`config.mk`:
```
export PLATFORM = sky130hd
export DESIGN_NAME = keyed_table_oldest_evict
export DESIGN_NICKNAME = d
export VERILOG_FILES = /design/src/rtl/core/kto_pkg.sv /design/src/rtl/core/kto_ctrl.sv /design/src/rtl/core/kto_dp.sv /design/src/rtl/core/keyed_table_oldest_evict.sv
export VERILOG_INCLUDE_DIRS = /design/src /design/src/rtl/core
export SDC_FILE = /design/constraint.sdc
export NUM_CORES = 2
export LEC_CHECK = 0
export ABC_AREA = 1
export BUFFER_PORTS_ARGS = -buffer_cell sky130_fd_sc_hd__buf_2
export CAP_MARGIN = 20
export CORE_MARGIN = 3
export CORE_UTILIZATION = 25
export CTS_BUF_LIST = sky130_fd_sc_hd__clkbuf_16
export DETAILED_ROUTE_END_ITERATION = 6
export GPL_TIMING_DRIVEN = 0
export PLACE_DENSITY = 0.35
export SLEW_MARGIN = 15
export SYNTH_ARGS = -nofsm -noshare
export SYNTH_HDL_FRONTEND = slang
export SYNTH_HIERARCHICAL = 1
export SYNTH_SLANG_ARGS = --single-unit
```
`constraint.sdc`:
```
create_clock -name i_clk -period 101.8 [get_ports i_clk]
set_input_delay 0 -clock i_clk [delete_from_list [all_inputs] [get_ports i_clk]]
set_output_delay 0 -clock i_clk [all_outputs]
set_load 0.01 [all_outputs]
```
`src/rtl/core/keyed_table_oldest_evict_defines.svh`:
```
// Assertion macros shared by the keyed table RTL.
// No dependencies; included by the modules that carry checks.
`ifndef KEYED_TABLE_OLDEST_EVICT_DEFINES_SVH
`define KEYED_TABLE_OLDEST_EVICT_DEFINES_SVH

// Same-cycle implication, disabled while reset is asserted.
`define KTO_ASSERT_NOW(label, clk, rst_n, ante, cons) \
    label: assert property (@(posedge clk) disable iff (!(rst_n)) (ante) |-> (cons)) \
        else $error("keyed table check failed");

// Next-cycle implication, disabled while reset is asserted.
`define KTO_ASSERT_NEXT(label, clk, rst_n, ante, cons) \
    label: assert property (@(posedge clk) disable iff (!(rst_n)) (ante) |=> (cons)) \
        else $error("keyed table check failed");

`endif

```
`src/rtl/core/kto_pkg.sv`:
```
// Shared types and constants of the keyed table.
// No dependencies; imported by the controller, datapath and top level.
`default_nettype none

package kto_pkg;

    localparam int SLOTS  = 8;
    localparam int SLOT_W = (SLOTS > 1) ? $clog2(SLOTS) : 1;
    localparam int CNT_W  = $clog2(SLOTS + 1);

    // Field widths of the transfer payloads
    localparam int CMD_W      = 2;
    localparam int WORD_W     = 64;
    localparam int IDX_W      = 4;
    localparam int USED_W     = 3;
    localparam int SEQ_W      = 32;
    localparam int CNT_OUT_W  = 4;

    typedef enum logic [CMD_W-1:0] {
        CMD_ADD     = 2'd0,
        CMD_DISMISS = 2'd1,
        CMD_CLEAR   = 2'd2,
        CMD_READ    = 2'd3
    } t_command;

    // Controller to datapath
    typedef struct packed {
        logic capture;
        logic scan_step;
        logic commit;
    } t_dp_cmd;

    // Datapath to controller
    typedef struct packed {
        logic scan_last;
    } t_dp_sts;

endpackage

`default_nettype wire

```
`src/rtl/core/kto_ctrl.sv`:
```
// Sequencing state machine of the keyed table.
// Depends on kto_pkg and keyed_table_oldest_evict_defines.svh.
`default_nettype none
`include "keyed_table_oldest_evict_defines.svh"

module kto_ctrl (
    input  logic             i_clk,
    input  logic             i_rst_n,
    input  logic             i_valid,
    output logic             o_stall,
    input  logic [kto_pkg::CMD_W-1:0] i_command,
    output logic             o_valid,
    input  logic             i_stall,
    output kto_pkg::t_dp_cmd o_cmd,
    input  kto_pkg::t_dp_sts i_sts
);
    import kto_pkg::*;

    typedef enum logic [1:0] {
        ST_IDLE,
        ST_SCAN,
        ST_COMMIT
    } t_state;

    t_state r_state;
    logic   r_out_valid;
    logic   out_free;
    logic   needs_scan;

    assign out_free   = !r_out_valid || !i_stall;
    assign needs_scan = (t_command'(i_command) == CMD_ADD) ||
                        (t_command'(i_command) == CMD_DISMISS);

    assign o_stall         = (r_state != ST_IDLE);
    assign o_valid         = r_out_valid;
    assign o_cmd.capture   = (r_state == ST_IDLE) && i_valid;
    assign o_cmd.scan_step = (r_state == ST_SCAN);
    assign o_cmd.commit    = (r_state == ST_COMMIT) && out_free;

    always_ff @(posedge i_clk) begin
        if (!i_rst_n) begin
            r_state     <= ST_IDLE;
            r_out_valid <= 1'b0;
        end else begin
            // a commit in the same cycle reloads the result instead
            if (r_out_valid && !i_stall && !o_cmd.commit) begin
                r_out_valid <= 1'b0;
            end
            unique case (r_state)
                ST_IDLE: begin
                    if (i_valid) begin
                        r_state <= needs_scan ? ST_SCAN : ST_COMMIT;
                    end
                end
                ST_SCAN: begin
                    if (i_sts.scan_last) begin
                        r_state <= ST_COMMIT;
                    end
                end
                ST_COMMIT: begin
                    if (out_free) begin
                        r_out_valid <= 1'b1;
                        r_state     <= ST_IDLE;
                    end
                end
                default: begin
                    r_state <= ST_IDLE;
                end
            endcase
        end
    end

    // a result is never loaded over one still waiting
    `KTO_ASSERT_NOW(a_commit_free, i_clk, i_rst_n, o_cmd.commit, !r_out_valid || !i_stall)
    `KTO_ASSERT_NEXT(a_commit_shows, i_clk, i_rst_n, o_cmd.commit, r_out_valid)
    `KTO_ASSERT_NOW(a_idle_quiet, i_clk, i_rst_n, !o_stall, !o_cmd.scan_step && !o_cmd.commit)

endmodule

`default_nettype wire

```
`src/rtl/core/kto_dp.sv`:
```
// Slot storage, sequential scan and result register of the keyed table.
// Depends on kto_pkg and keyed_table_oldest_evict_defines.svh.
`default_nettype none
`include "keyed_table_oldest_evict_defines.svh"

module kto_dp (
    input  logic                          i_clk,
    input  logic                          i_rst_n,
    input  kto_pkg::t_dp_cmd              i_cmd,
    output kto_pkg::t_dp_sts              o_sts,
    input  logic [kto_pkg::CMD_W-1:0]     i_command,
    input  logic [kto_pkg::WORD_W-1:0]    i_key,
    input  logic [kto_pkg::WORD_W-1:0]    i_project_word,
    input  logic [kto_pkg::WORD_W-1:0]    i_message_word,
    input  logic [kto_pkg::IDX_W-1:0]     i_index,
    output logic                          o_status,
    output logic [kto_pkg::USED_W-1:0]    o_slot_used,
    output logic [kto_pkg::WORD_W-1:0]    o_entry_key,
    output logic [kto_pkg::WORD_W-1:0]    o_entry_project,
    output logic [kto_pkg::WORD_W-1:0]    o_entry_message,
    output logic [kto_pkg::SEQ_W-1:0]     o_entry_seq,
    output logic [kto_pkg::CNT_OUT_W-1:0] o_entry_count
);
    import kto_pkg::*;

    // slot table
    logic [SLOTS-1:0]  r_valid;
    logic [WORD_W-1:0] r_key  [SLOTS];
    logic [WORD_W-1:0] r_proj [SLOTS];
    logic [WORD_W-1:0] r_msg  [SLOTS];
    logic [SEQ_W-1:0]  r_seq  [SLOTS];
    logic [SEQ_W-1:0]  r_stamp;
    logic [CNT_W-1:0]  r_count;

    // captured item
    t_command          r_op;
    logic [WORD_W-1:0] r_in_key;
    logic [WORD_W-1:0] r_in_proj;
    logic [WORD_W-1:0] r_in_msg;
    logic [IDX_W-1:0]  r_in_idx;

    // scan state
    logic [SLOT_W-1:0] r_ptr;
    logic              r_hit;
    logic [SLOT_W-1:0] r_hit_slot;
    logic              r_free_found;
    logic [SLOT_W-1:0] r_free_slot;
    logic [SLOT_W-1:0] r_old_slot;
    logic [SEQ_W-1:0]  r_old_seq;

    // result register
    logic              r_o_status;
    logic [USED_W-1:0] r_o_used;
    logic [WORD_W-1:0] r_o_key;
    logic [WORD_W-1:0] r_o_proj;
    logic [WORD_W-1:0] r_o_msg;
    logic [SEQ_W-1:0]  r_o_seq;
    logic [CNT_W-1:0]  r_o_count;

    logic              n_o_status;
    logic [USED_W-1:0] n_o_used;
    logic [WORD_W-1:0] n_o_key;
    logic [WORD_W-1:0] n_o_proj;
    logic [WORD_W-1:0] n_o_msg;
    logic [SEQ_W-1:0]  n_o_seq;

    logic              rd_valid;
    logic [WORD_W-1:0] rd_key;
    logic [SEQ_W-1:0]  rd_seq;
    logic [SLOT_W-1:0] add_slot;
    logic              add_new;
    logic              in_range;
    logic [CNT_W-1:0]  n_count;

    // single read port, addressed by the scan pointer
    assign rd_valid = r_valid[r_ptr];
    assign rd_key   = r_key[r_ptr];
    assign rd_seq   = r_seq[r_ptr];

    assign o_sts.scan_last = (r_ptr == SLOT_W'(SLOTS - 1));

    assign add_new  = !r_hit && r_free_found;
    assign add_slot = r_hit ? r_hit_slot : (r_free_found ? r_free_slot : r_old_slot);
    assign in_range = (32'(r_in_idx) < 32'(SLOTS));

    always_comb begin
        n_count = r_count;
        case (r_op)
            CMD_ADD:     if (add_new) n_count = r_count + CNT_W'(1);
            CMD_DISMISS: if (r_hit) n_count = r_count - CNT_W'(1);
            CMD_CLEAR:   n_count = '0;
            default:     n_count = r_count;
        endcase
    end

    // result of the item being committed
    always_comb begin
        n_o_status = 1'b0;
        n_o_used   = '0;
        n_o_key    = '0;
        n_o_proj   = '0;
        n_o_msg    = '0;
        n_o_seq    = '0;
        case (r_op)
            CMD_ADD: begin
                n_o_used = USED_W'(add_slot);
            end
            CMD_DISMISS: begin
                if (r_hit) begin
                    n_o_used = USED_W'(r_hit_slot);
                end else begin
                    n_o_status = 1'b1;
                end
            end
            CMD_READ: begin
                if (in_range && rd_valid) begin
                    n_o_used = USED_W'(r_ptr);
                    n_o_key  = rd_key;
                    n_o_proj = r_proj[r_ptr];
                    n_o_msg  = r_msg[r_ptr];
                    n_o_seq  = rd_seq;
                end else begin
                    n_o_status = 1'b1;
                end
            end
            default: ;
        endcase
    end

    // control state
    always_ff @(posedge i_clk) begin
        if (!i_rst_n) begin
            r_valid <= '0;
            r_stamp <= '0;
            r_count <= '0;
        end else if (i_cmd.commit) begin
            r_count <= n_count;
            case (r_op)
                CMD_ADD: begin
                    r_valid[add_slot] <= 1'b1;
                    r_stamp           <= r_stamp + SEQ_W'(1);
                end
                CMD_DISMISS: begin
                    if (r_hit) r_valid[r_hit_slot] <= 1'b0;
                end
                CMD_CLEAR: begin
                    r_valid <= '0;
                    r_stamp <= '0;
                end
                default: ;
            endcase
        end
    end

    // payload: slot contents, captured item, scan trackers, result
    always_ff @(posedge i_clk) begin
        if (i_cmd.capture) begin
            r_op         <= t_command'(i_command);
            r_in_key     <= i_key;
            r_in_proj    <= i_project_word;
            r_in_msg     <= i_message_word;
            r_in_idx     <= i_index;
            r_ptr        <= (t_command'(i_command) == CMD_READ) ? SLOT_W'(i_index) : '0;
            r_hit        <= 1'b0;
            r_free_found <= 1'b0;
        end
        if (i_cmd.scan_step) begin
            r_ptr <= r_ptr + SLOT_W'(1);
            if (!r_hit && rd_valid && (rd_key == r_in_key)) begin
                r_hit      <= 1'b1;
                r_hit_slot <= r_ptr;
            end
            if (!r_free_found && !rd_valid) begin
                r_free_found <= 1'b1;
                r_free_slot  <= r_ptr;
            end
            // strict less-than keeps the lowest index on equal stamps
            if ((r_ptr == '0) || (rd_seq < r_old_seq)) begin
                r_old_slot <= r_ptr;
                r_old_seq  <= rd_seq;
            end
        end
        if (i_cmd.commit) begin
            r_o_status <= n_o_status;
            r_o_used   <= n_o_used;
            r_o_key    <= n_o_key;
            r_o_proj   <= n_o_proj;
            r_o_msg    <= n_o_msg;
            r_o_seq    <= n_o_seq;
            r_o_count  <= n_count;
            if (r_op == CMD_ADD) begin
                r_key[add_slot]  <= r_in_key;
                r_proj[add_slot] <= r_in_proj;
                r_msg[add_slot]  <= r_in_msg;
                r_seq[add_slot]  <= r_stamp;
            end
        end
    end

    assign o_status        = r_o_status;
    assign o_slot_used     = r_o_used;
    assign o_entry_key     = r_o_key;
    assign o_entry_project = r_o_proj;
    assign o_entry_message = r_o_msg;
    assign o_entry_seq     = r_o_seq;
    assign o_entry_count   = CNT_OUT_W'(r_o_count);

    `KTO_ASSERT_NOW(a_count_tracks, i_clk, i_rst_n, 1'b1, 32'(r_count) == $countones(r_valid))
    `KTO_ASSERT_NEXT(a_stamp_hold, i_clk, i_rst_n, !i_cmd.commit, $stable(r_stamp))
    `KTO_ASSERT_NOW(a_one_phase, i_clk, i_rst_n, 1'b1,
        $onehot0({i_cmd.capture, i_cmd.scan_step, i_cmd.commit}))

endmodule

`default_nettype wire

```
`src/rtl/core/keyed_table_oldest_evict.sv`:
```
// Top level of the keyed table: controller plus datapath.
// Depends on kto_pkg, kto_ctrl and kto_dp.
//
// Keyed table of eight entries (key, two payload words, 32-bit stamp) with
// oldest-entry replacement. One item is in work at a time. Add and dismiss
// walk the slots through a single read port, one slot a cycle, to find the
// matching key, the lowest free slot and the lowest stamp; an item passes
// through accept, the scan of all slots and commit. Clear and read-by-index
// skip the walk and go from accept straight to commit. The result sits
// in an output register; the next input transfer is taken in the cycle after
// the commit, while that result may still be waiting downstream. A commit
// waits while the output register holds an untaken result. Stamps compare as
// plain unsigned numbers, so after a wrap the replacement picks the lowest
// value, not the least recent write. Reset and clear empty the table at once.
`default_nettype none

module keyed_table_oldest_evict (
    input  logic                          i_clk,
    input  logic                          i_rst_n,
    // input channel
    input  logic                          i_valid,
    output logic                          o_stall,
    input  logic [kto_pkg::CMD_W-1:0]     i_command,
    input  logic [kto_pkg::WORD_W-1:0]    i_key,
    input  logic [kto_pkg::WORD_W-1:0]    i_project_word,
    input  logic [kto_pkg::WORD_W-1:0]    i_message_word,
    input  logic [kto_pkg::IDX_W-1:0]     i_index,
    // result channel
    output logic                          o_valid,
    input  logic                          i_stall,
    output logic                          o_status,
    output logic [kto_pkg::USED_W-1:0]    o_slot_used,
    output logic [kto_pkg::WORD_W-1:0]    o_entry_key,
    output logic [kto_pkg::WORD_W-1:0]    o_entry_project,
    output logic [kto_pkg::WORD_W-1:0]    o_entry_message,
    output logic [kto_pkg::SEQ_W-1:0]     o_entry_seq,
    output logic [kto_pkg::CNT_OUT_W-1:0] o_entry_count
);
    import kto_pkg::*;

    t_dp_cmd dp_cmd;
    t_dp_sts dp_sts;

    // sequencing: accept, scan, commit
    kto_ctrl u_ctrl (
        .i_clk     (i_clk),
        .i_rst_n   (i_rst_n),
        .i_valid   (i_valid),
        .o_stall   (o_stall),
        .i_command (i_command),
        .o_valid   (o_valid),
        .i_stall   (i_stall),
        .o_cmd     (dp_cmd),
        .i_sts     (dp_sts)
    );

    // table, scan trackers and result register
    kto_dp u_dp (
        .i_clk           (i_clk),
        .i_rst_n         (i_rst_n),
        .i_cmd           (dp_cmd),
        .o_sts           (dp_sts),
        .i_command       (i_command),
        .i_key           (i_key),
        .i_project_word  (i_project_word),
        .i_message_word  (i_message_word),
        .i_index         (i_index),
        .o_status        (o_status),
        .o_slot_used     (o_slot_used),
        .o_entry_key     (o_entry_key),
        .o_entry_project (o_entry_project),
        .o_entry_message (o_entry_message),
        .o_entry_seq     (o_entry_seq),
        .o_entry_count   (o_entry_count)
    );

endmodule

`default_nettype wire
```
== Word level (Yosys, flattened, before mapping) ==
Memory sizes are Yosys's and may differ from the RTL's. A register that Yosys moved wholly into a read port is not among the register bits.
Index checks and enable logic that the tools add are counted.

* Flip-flop bits (word level): 395
* Memory bits (writable): 1792
* Input bits: 202
* Output and inout bits: 234
* Word-level logic and storage cells: 132
* Memories kept: 4

{| class="wikitable"
|+ Memories
! memory !! depth !! width !! rd ports !! clocked after memory_dff !! wr ports !! RTL line !! RTL
|-
| u_dp.r_key || 8 || 64 || 1 || 1 || 1 || kto_dp.sv:28 || <nowiki>logic [WORD_W-1:0] r_key [SLOTS];</nowiki>
|-
| u_dp.r_msg || 8 || 64 || 1 || 1 || 1 || kto_dp.sv:30 || <nowiki>logic [WORD_W-1:0] r_msg [SLOTS];</nowiki>
|-
| u_dp.r_proj || 8 || 64 || 1 || 1 || 1 || kto_dp.sv:29 || <nowiki>logic [WORD_W-1:0] r_proj [SLOTS];</nowiki>
|-
| u_dp.r_seq || 8 || 32 || 1 || 1 || 1 || kto_dp.sv:31 || <nowiki>logic [SEQ_W-1:0] r_seq [SLOTS];</nowiki>
|}

* Add/sub/neg operators: 4
* Magnitude comparators: 7
* Equal/unequal tests: 13
* Muxes and demuxes: 42
* Bitwise operators: 3
* Reduce and logical (&&, ||, !) cells: 37

{| class="wikitable"
|+ Operators by type and width
! operator !! number
|-
| == test 64 bit || 1
|-
| case mux 32 bit (2 select lines) || 1
|-
| adder 32 x 1 -> 32 bit, second input constant || 1
|-
| less-than comparator 32 bit || 1
|-
| 2-to-1 mux 3 bit || 9
|-
| case mux 8 bit (3 select lines) || 1
|-
| 2-to-1 mux 1 bit || 17
|-
| less-than comparator 3 x 4 -> 1 bit, second input constant || 3
|-
| case mux 4 bit (3 select lines) || 1
|-
| logical AND 1 bit || 11
|-
| AND reduction 2 bit || 5
|-
| case mux 3 bit (3 select lines) || 1
|-
| bitwise AND 8 bit || 1
|-
| == test 2 bit, second input constant || 4
|-
| zero test 1 bit || 8
|-
| 2-to-1 mux 2 bit || 4
|-
| 2-to-1 mux 4 bit || 2
|-
| 2-to-1 mux 8 bit || 1
|-
| inverter 8 bit || 1
|-
| OR 8 bit || 1
|-
| demux 1 bit (select 3 bit) || 2
|-
| == test 2 x 1 -> 1 bit, second input constant || 3
|-
| >= comparator 3 x 1 -> 1 bit, second input constant || 2
|-
| zero test 2 bit || 3
|-
| 15 further kinds || 22
|}

== Logic depth before layout (Yosys ltp) ==
* Depth in word-level cells: 8
* Depth in mapped cells: 23

== Cells and area by module ==
Netlist, hierarchy kept.

{| class="wikitable"
|+ Modules (own cells, without submodules)
! module !! times used !! cells an instance !! area each (um^2) !! sequential area each (um^2)
|-
| kto_dp || 1 || 6674 || 89367.0 || 68936.1
|-
| kto_ctrl || 1 || 29 || 168.9 || 60.1
|}

== Worst setup path after synthesis ==
OpenSTA, ideal clock, no wires.

* Path type: flip-flop to flip-flop
* From: reg u_ctrl.r_state[1]
* To: mem u_dp.r_key[2][0], enable pin
* Setup time: 1.356 ns
* Data arrival time: 32.109 ns
* Required time: 100.444 ns
* Slack: 68.336 ns
* Stages on the path, launching flop included: 8
* Cells stage by stage: dfxtp_1 > inv_2 > nor2_1 > inv_1 > nor2_1 > nand2_2 > clkbuf_1 > nor4_1

{| class="wikitable"
|+ RTL lines
! element !! RTL line !! RTL
|-
| start: declaration || kto_ctrl.sv:25 || <nowiki>t_state r_state;</nowiki>
|-
| start signal: assignment || kto_ctrl.sv:52 || <nowiki>r_state <= needs_scan ? ST_SCAN : ST_COMMIT;</nowiki>
|-
| end: declaration || kto_dp.sv:28 ||
|}

==> flow_summary_export.csv <==
group,metric,value,unit
sta,fin_crit_sh,5.368,%
synth,synthFlopType,"edfxtp_1",
pwr,ir_drop,0.00001236,V
worst_setup_path,path_max_fanout,21,
detailed_routing,wirelength,342.1,mm
status,outcome,"finished clean",
synth,synth_xor_area_share,0.3326,%
global_route,grt_use_total,18.21,%
final_layout,mostFrequentLayoutCells,"2263 x edfxtp_1, 1222 x nor2_1, 909 x o21ai_0",
place,io_buffers,435,
sta,tightest_slew,1.134,ns
global_route,grt-ovfl-total,0,
detailed_routing,drt-initial-drc-count,4968,
pwr,power,0.002422,W
clock_tree,clkTransAtPathRegs,0.06,ns
worst_setup_path,rrSetupSlack,96.34,ns
sta,fin_worst_skew,0.08126,ns
detailed_routing,wl_per_cell,26.20,um
worst_setup_path,crit_top_cell,"nand2_1",
final_layout,drive_above_1_share,15.27,%
floorplan,core_area,0.3562,mm2
worst_hold_path,hp-class,"primary input to flip-flop",
sta,fin_ws,96.34,ns
final_layout,utilization,32.03,%
pwr,pwr-share-clk,39.7,%
synth,synth_cells,6703,
synth,synth.avg_cell_area,13.36,um2
worst_setup_path,path_buf_inv,7,
global_route,antenna_found_initial,21,
detailed_routing,detail-route-antenna-nets,0,
synth,muxShareOfSynthArea,0.01537,%
detailed_routing,first_pass_iters,6,
clock_tree,clock-sinks,2315,
global_route,grt_pass1_wl,474.4,mm
synth,synth-compound-area-share,9.800,%
worst_setup_path,crit_chain,"inv_2 -> clkbuf_1 -> buf_2 -> clkbuf_1 -> nand2_1 -> nand2_1 -> ha_1 -> nand2_1 -> inv_1 -> nand3_1 -> nor3_1 -> nor4b_1 -> nand2_1 -> nand2_1 -> a21oi_4 -> buf_16 -> buf_16",
sta,slew_headroom,24.39,%
floorplan,fp.dieH,604.5,um
clock_tree,cts_tree,"done",
clock_tree,clk_path_buf_depth,4,
clock_tree,postCtsSetupBuffers,0,
detailed_routing,drc,0,
clock_tree,h-tree-depth,5,
synth,synth_top_family_by_area,"compound AO/OA/AOI/OAI gates",
worst_setup_path,end_kind,"flip-flop",
pwr,netSwitchingPower,0.0006942,W
synth,ys_warn_count,6,
synth,synthArstFlopShare,0,%
detailed_routing,vias_per_cell,4.581,
worst_setup_path,cp_data_arrival_time,6.06,ns
final_layout,synthToLayoutAreaGrowth,27.45,%
pwr,power_leakage,39.46,nW
sta,tns,0,ns
pwr,p_seq_share,45.3,%
floorplan,die_area,0.3654,mm2
clock_tree,clk_root_buffer_cell,"clkbuf_16",
synth,synth.area.top_cells,"edfxtp_1 76%, nor2_1 5.2%, o21ai_0 5.1%",
synth,syn-num-nets,6947,
worst_setup_path,slowest_delay,0.84,ns
sta,finalMaxSlewViolations,0,
synth,synthAdderAreaFrac,0.5869,%
worst_setup_path,slowest_stage,"clkbuf_1",
synth,ys_ff_latch,2315,
detailed_routing,route.vias.total,59814,
synth,synth_area_leader_cell,"edfxtp_1",
run,cap_violations,0,
synth,synth.top_cell.area_share,75.90,%
final_layout,fillers,35844,
clock_tree,insertion_delay,0.91,ns
worst_setup_path,required,102.39,ns
place,dp_slack,96.05,ns
clock_tree,numCtsBuffers,288,
floorplan,die_x,604.5,um
worst_setup_path,crit_path_start_kind,"flip-flop",
sta,rsz0062_at_grt,"false",
global_route,grt_max_degree,30,
synth,netlist_area,0.08954,mm2
final_layout,layout_commonest_cell,"edfxtp_1",
final_layout,nNetsFinal,8336,
sta,finalSetupViolations,0,
worst_setup_path,critPathKind,"flip-flop to flip-flop",
synth,synth-edff-count,2263,
synth,ys_seq_area_share,77.06,%
clock_tree,postCtsResizedCells,0,
pwr,comb_power_share,15.0,%
floorplan,io_pins,436,
global_route,first_global_vias,59860,
sta,max_freq,183.0,MHz
floorplan,num_rows,219,
floorplan,initial_core_util,25.14,%
place,gp_congestion,0.8677,
pwr,p_int,0.001727,W
sta,min_period,5.465,ns
synth,synth_cell_type_count,51,
sta,hold_violations,0,
synth,synth-simple-area-share,9.477,%
worst_setup_path,crit_family,"buffers and inverters",
pwr,switching_share,28.67,%
pwr,power.density,21.22,mW/mm2
place,dpl.hpwl,236.8,mm
flip-flops by register name, summed over array words and instances (netlist names), 2 cells and up, named ones only:
register,count
u_ctrl/r_state,2
u_dp/o_entry_count,4
u_dp/o_entry_key,64
u_dp/o_entry_message,64
u_dp/o_entry_project,64
u_dp/o_entry_seq,32
u_dp/o_slot_used,3
u_dp/r_count,4
u_dp/r_free_slot,3
u_dp/r_hit_slot,3
u_dp/r_in_key,64
u_dp/r_in_msg,64
u_dp/r_in_proj,64
u_dp/r_key,512
u_dp/r_msg,512
u_dp/r_old_seq,32
u_dp/r_old_slot,3
u_dp/r_op,2
u_dp/r_proj,512
u_dp/r_ptr,3
u_dp/r_seq,256
u_dp/r_stamp,32
u_dp/r_valid,8
routing by layer:
layer / GRT usage [%] / vias to the layer above / routed length (um)
li1: - / 27319 / -
met1: 24.34 / 30398 / 150400
met3: 2.044 / 411 / 15210
met2: 31.30 / 1686 / 167500
met4: 4.739 / 0 / 8983
met5: 0 / - / 0
final cells by class:
type | count | area, um2 | area share (%)
antenna | 7 | 17.52 | 0.01535
buffer | 385 | 1847 | 1.618
clock buffer | 293 | 7332 | 6.425
clock inverter | 205 | 1390 | 1.218
inverter | 164 | 623.1 | 0.5461
multi-input combinational | 3839 | 18180 | 15.93
sequential | 2315 | 69000 | 60.47
tap | 4751 | 5944 | 5.209
timing repair buffer | 1099 | 9781 | 8.571
worst paths after layout:
kind | end | start | cells past startpoint
worst min-delay path | u_dp/r_in_key[30] | i_key[30] | 2
worst max register to register | u_dp/r_old_seq[20] | flip-flop | 17
worst max-delay path | u_dp/r_old_seq[20] | flip-flop | 17
worst min register to register | u_dp/r_valid[3] | u_dp/r_valid[3] | 2
cell families (layout without fill, tap and decap cells):
family | after synthesis | in the layout
compound gates | 1618 | 1618
xor+xnor | 34 | 34
fa+ha+maj | 42 | 42
buf+inv | 549 | 2146
flops | 2315 | 2315
mux | 1 | 1
other cells | 0 | 7
simple gates | 2144 | 2144
cells in the mapped netlist (2+ instances only):
library cell  instances
a211oi_1              5
a21o_1               10
a21oi_1             220
a31oi_1               7
and2_1               15
buf_1                11
buf_2                68
buf_4                14
buf_6                30
clkbuf_1            261
dfxtp_1              52
edfxtp_1           2263
ha_1                 42
inv_1               155
inv_2                 6
nand2_1             720
nand2_2               3
nand3_1              57
nand3b_1              9
nand4_1              37
nor2_1             1229
nor2_2                3
nor2_4                3
nor3_1               39
nor3_2                2
nor3_4                2
nor3b_1               2
nor4_1               12
o211ai_1             52
o21a_1                2
o21ai_0             909
o21ai_1              64
o21ai_2              12
o221ai_1              3
o22ai_1             328
or2_2                 9
xnor2_1               6
xor2_1               28
worst reg2reg max path, delay by kind of cell (launching register included):
kind	cells	cell delay, ns
DFF	1	0.35
AOI/OAI and AO/OA	1	0.16
buffers and inverters	7	2.63
adders and majority gates	1	0.21
and+or+nand+nor	8	1.86
timing repair:
item	4_1_cts	5_1_grt
hold endpoints to repair	353	0
hold buffers	399	0
endpoints found under the setup margin	0	0
power groups by stage:
stage | combinational, W | clock [W] | sequential, W
finish | 0.000362 | 0.000962 | 0.00110
global route | 0.000394 | 0.00103 | 0.00110
CTS | 0.000369 | 0.000995 | 0.00110
detailed placement | 0.000356 | 0 | 0.00112
global placement | 0.000347 | 0 | 0.00113
floorplan | 0.000177 | 0 | 0.00112
through the flow:
step / instance area [um2] / cells / hold slack [ns]
floorplan: 89540 / 6703 / 0.09887
global placement: 97660 / 11889 / 0.1798
detailed placement: 101400 / 12153 / 0.1781
CTS: 114100 / 13050 / 0.006157
global route: 114100 / 13055 / 0.03801
finish: 114100 / 13058 / 0.05327
(Power assumes the default switching activity.)
